$ cat src/design/kvtu_ram.sv
module kvtu_ram #(
  parameter int WIDTH     = 32,
  parameter int DEPTH     = 64,
  parameter int ADDR_BITS = (DEPTH > 1) ? $clog2(DEPTH) : 1
) (
  input  logic                 clk,
  input  logic                 we,
  input  logic [ADDR_BITS-1:0] waddr,
  input  logic [WIDTH-1:0]     wdata,
  input  logic [ADDR_BITS-1:0] raddr,
  output logic [WIDTH-1:0]     rdata
);

  logic [WIDTH-1:0] mem [DEPTH];

  always_ff @(posedge clk) begin
    if (we) begin
      mem[waddr] <= wdata;
    end
    rdata <= mem[raddr];
  end

endmodule

$ cat config.mk
export PLATFORM = sky130hd
export DESIGN_NAME = kvtu_ram
export DESIGN_NICKNAME = d
export VERILOG_FILES = /design/src/design/kvtu_ram.sv
export SDC_FILE = /design/constraint.sdc
export NUM_CORES = 2
export LEC_CHECK = 0
export ABC_AREA = 1
export BUFFER_PORTS_ARGS = -buffer_cell sky130_fd_sc_hd__clkbuf_2
export CAP_MARGIN = 20
export CORE_MARGIN = 5
export CORE_UTILIZATION = 29
export CTS_CLUSTER_DIAMETER = 150
export CTS_CLUSTER_SIZE = 40
export DETAILED_ROUTE_END_ITERATION = 10
export PLACE_DENSITY = 0.46
export REMOVE_ABC_BUFFERS = 1
export SYNTH_ARGS = -nofsm -noshare
export SYNTH_HDL_FRONTEND = slang
export SYNTH_SLANG_ARGS = --single-unit
$ cat constraint.sdc
create_clock -name clk -period 6.5 [get_ports clk]
set_input_delay 0 -clock clk [delete_from_list [all_inputs] [get_ports clk]]
set_output_delay 0 -clock clk [all_outputs]
set_load 0.01 [all_outputs]
==> flow_metrics.py <==
metrics = {
    "final_layout": {
        "drive_above_1_share_pct": 5.41,
        "final_nets": 6697,
        "area_growth_pct": 8.34,
    },
    "grt": {
        "grt_pass1_wl_mm": 378,
        "antenna_found_initial": 28,
        "grt_max_degree": 181,
        "overflow": 0,
        "grt_use_total_pct": 17.6,
        "grt_pass1_vias": 49700,
    },
    "logic_synthesis": {
        "yosysTopAreaCellShare_pct": 74.3,
        "synthTopCellsByArea": "edfxtp_1, nand3_1, nand2_1",
        "synth_area_per_cell_um2": 12.2,
        "ys_seq_area_share_pct": 75.1,
        "synth_seq_cells": 2080,
        "ys.flop_type": "edfxtp_1",
        "yosys_warnings": 0,
        "yosysMostFrequentCell": "nand2_1",
        "synthTopCellsByCount": "nand2_1, edfxtp_1, nand3_1, buf_2, clkbuf_1",
        "synth_cell_types": 16,
        "syn_area_um2": 82700,
        "netlist_instances": 6769,
        "yosysTopAreaCell": "edfxtp_1",
        "synthArstFlopShare_pct": 0,
        "synth_edf_count": 2048,
    },
    "setup_path": {
        "crit_type": "in -> reg",
        "end_kind": "register",
        "crit_arrival_ns": 3.91,
        "worstSetupStartpointType": "primary input",
        "cp.required_ns": 7.12,
        "cp_max_fo": 124,
    },
    "cts": {
        "htree_levels": 2,
        "insertion_delay_ns": 0.79,
        "cts_tree": "yes",
        "clk_pin_slew_ns": 0.15,
        "cts_buffer_depth": 3,
        "clock_sink_count": 2080,
        "root_buffer": "clkbuf_16",
        "numCtsBuffers": 57,
    },
    "detailed_routing": {
        "first_pass_iters": 5,
        "wl_mm": 267,
        "drt-initial-drc-count": 5625,
        "vias_per_cell": 4.98,
        "drc": 0,
        "wl_per_cell_um": 25.5,
        "postRouteAntennaNets": 0,
        "num_vias": 52200,
    },
    "placed_design": {
        "dp_slack_ns": 3.00,
        "routabilityCongestion": 0.762,
        "port_buffers": 77,
        "place_hpwl_mm": 132,
    },
    "pwr": {
        "powerDensity_nw_per_um2": 249,
        "total_leakage_power_nw": 30.0,
        "ir_worst_vdd_mv": 0.215,
    },
    "timing": {
        "slew_headroom_pct": 26.2,
        "slew_violations": 0,
        "setup_slack_ns": 3.21,
        "hold_viol": 0,
        "finalSetupTns_ns": 0,
        "tightest_slew_ns": 1.11,
        "fmax_mhz": 304,
        "fin_crit_ns": 3.29,
        "post-route-period-util_pct": 50.7,
        "setup_viol": 0,
        "skew_ns": 0.0362,
        "rsz0062_at_grt": "no",
    },
    "die": {
        "std_cell_rows": 196,
        "boundaryPins": 78,
        "start_util_pct": 29.1,
        "die_y_um": 544,
        "die_area_um2": 296000,
        "core_area_um2": 285000,
        "die_x_um": 544,
    },
    "worst_hold_path": {
        "worst_hold_path_type": "in -> reg",
    },
    "status": {
        "status": "complete, no violations",
    },
    "run": {
        "drv_cap": 0,
    },
}
## per-layer routing
| layer | up-vias | wire (um) | GRT usage [%] |
|---|---|---|---|
| met3 | 271 | 14000 | 1.54 |
| met5 | - | 26 | 0 |
| met4 | 4 | 11800 | 7.31 |
| li1 | 23700 | - | - |
| met2 | 1572 | 125000 | 28.6 |
| met1 | 26600 | 116000 | 24.2 |
## worst paths after layout
check         startpoint        end  cells past startpoint  slack [ns]
max             raddr[1]  rdata[15]                     11        3.21
min             raddr[2]  rdata[21]                      7        0.08
max reg2reg  mem[31][15]  rdata[15]                      8        4.53
min reg2reg   mem[36][3]   rdata[3]                      8        0.82
## cell families after synthesis
| kind of cell | count (synthesis) | synth area share (%) |
|---|---|---|
| simple gates | 4228 | 22.1 |
| buf+inv | 461 | 2.78 |
| flops | 2080 | 75.1 |
## sequential cells by signal (all words and copies together), names as in the netlist
register and cells:
rdata 32, mem 2048
## report_power, final
part	internal (mW)	switching, mW	leakage [nW]	total [mW]
clock network	1.73	3.89	0.774	5.62
logic	0.413	1.39	10.6	1.80
registers	14.8	0.0545	18.7	14.9
total	17.0	5.33	30.0	22.3
## worst max-delay path, stage by stage
cell and delay (ns):
dlygate4sd3_1 0.56, buf_8 0.31, buf_12 0.58, buf_4 0.81
nand3_1 0.15, nand3_1 0.12, nand3_1 0.09, nand3_1 0.38
nand2_1 0.11, nand2_1 0.39, nand2_1 0.16
## cells in the final DEF, fill, tap and decap left out, drive strengths merged
master       Yosys  routed
dlygate4sd3      0      39
nor4             8       8
clkinv           0       1
nand4            9       9
nand3         1907    1907
nand2         2248    2248
buf            372     161
dfxtp           32      32
clkbuf          77     167
diode            0      17
edfxtp        2048    2048
inv             12      12
nor2            56      56
## per-stage QoR
stage / instances / util [%] / hold slack, ns / power [mW] / instance area [um2]
floorplan: 6320 / - / 0.0989 / 16.0 / 80500
global placement: 10300 / 30.8 / 0.393 / 17.0 / 87600
detailed placement: 10300 / 30.8 / 0.391 / 17.0 / 87600
CTS: 10400 / 31.5 / 0.0229 / 22.5 / 89600
global route: 10500 / 31.5 / 0.0868 / 23.1 / 89600
finish: 10500 / 31.5 / 0.0763 / 22.3 / 89600
## cell type report
| class | instances | area, um2 |
|---|---|---|
| Clock buffer | 95 | 1610 |
| Multi-Input combinational cell | 4228 | 18800 |
| Timing Repair Buffer | 272 | 2280 |
| Sequential cell | 2080 | 62100 |
| Clock inverter | 1 | 8.76 |
| Antenna cell | 17 | 42.5 |
| Fill cell | 28400 | 195000 |
| Tap cell | 3762 | 4710 |
| Inverter | 12 | 82.6 |
## timing repair
item | CTS | global route
gates resized for setup | 0 | 0
setup buffers | 0 | 0
hold buffers | 39 | 0
hold endpoints to repair | 1992 | 0
No activity file was read; power rests on OpenSTA's default activity.
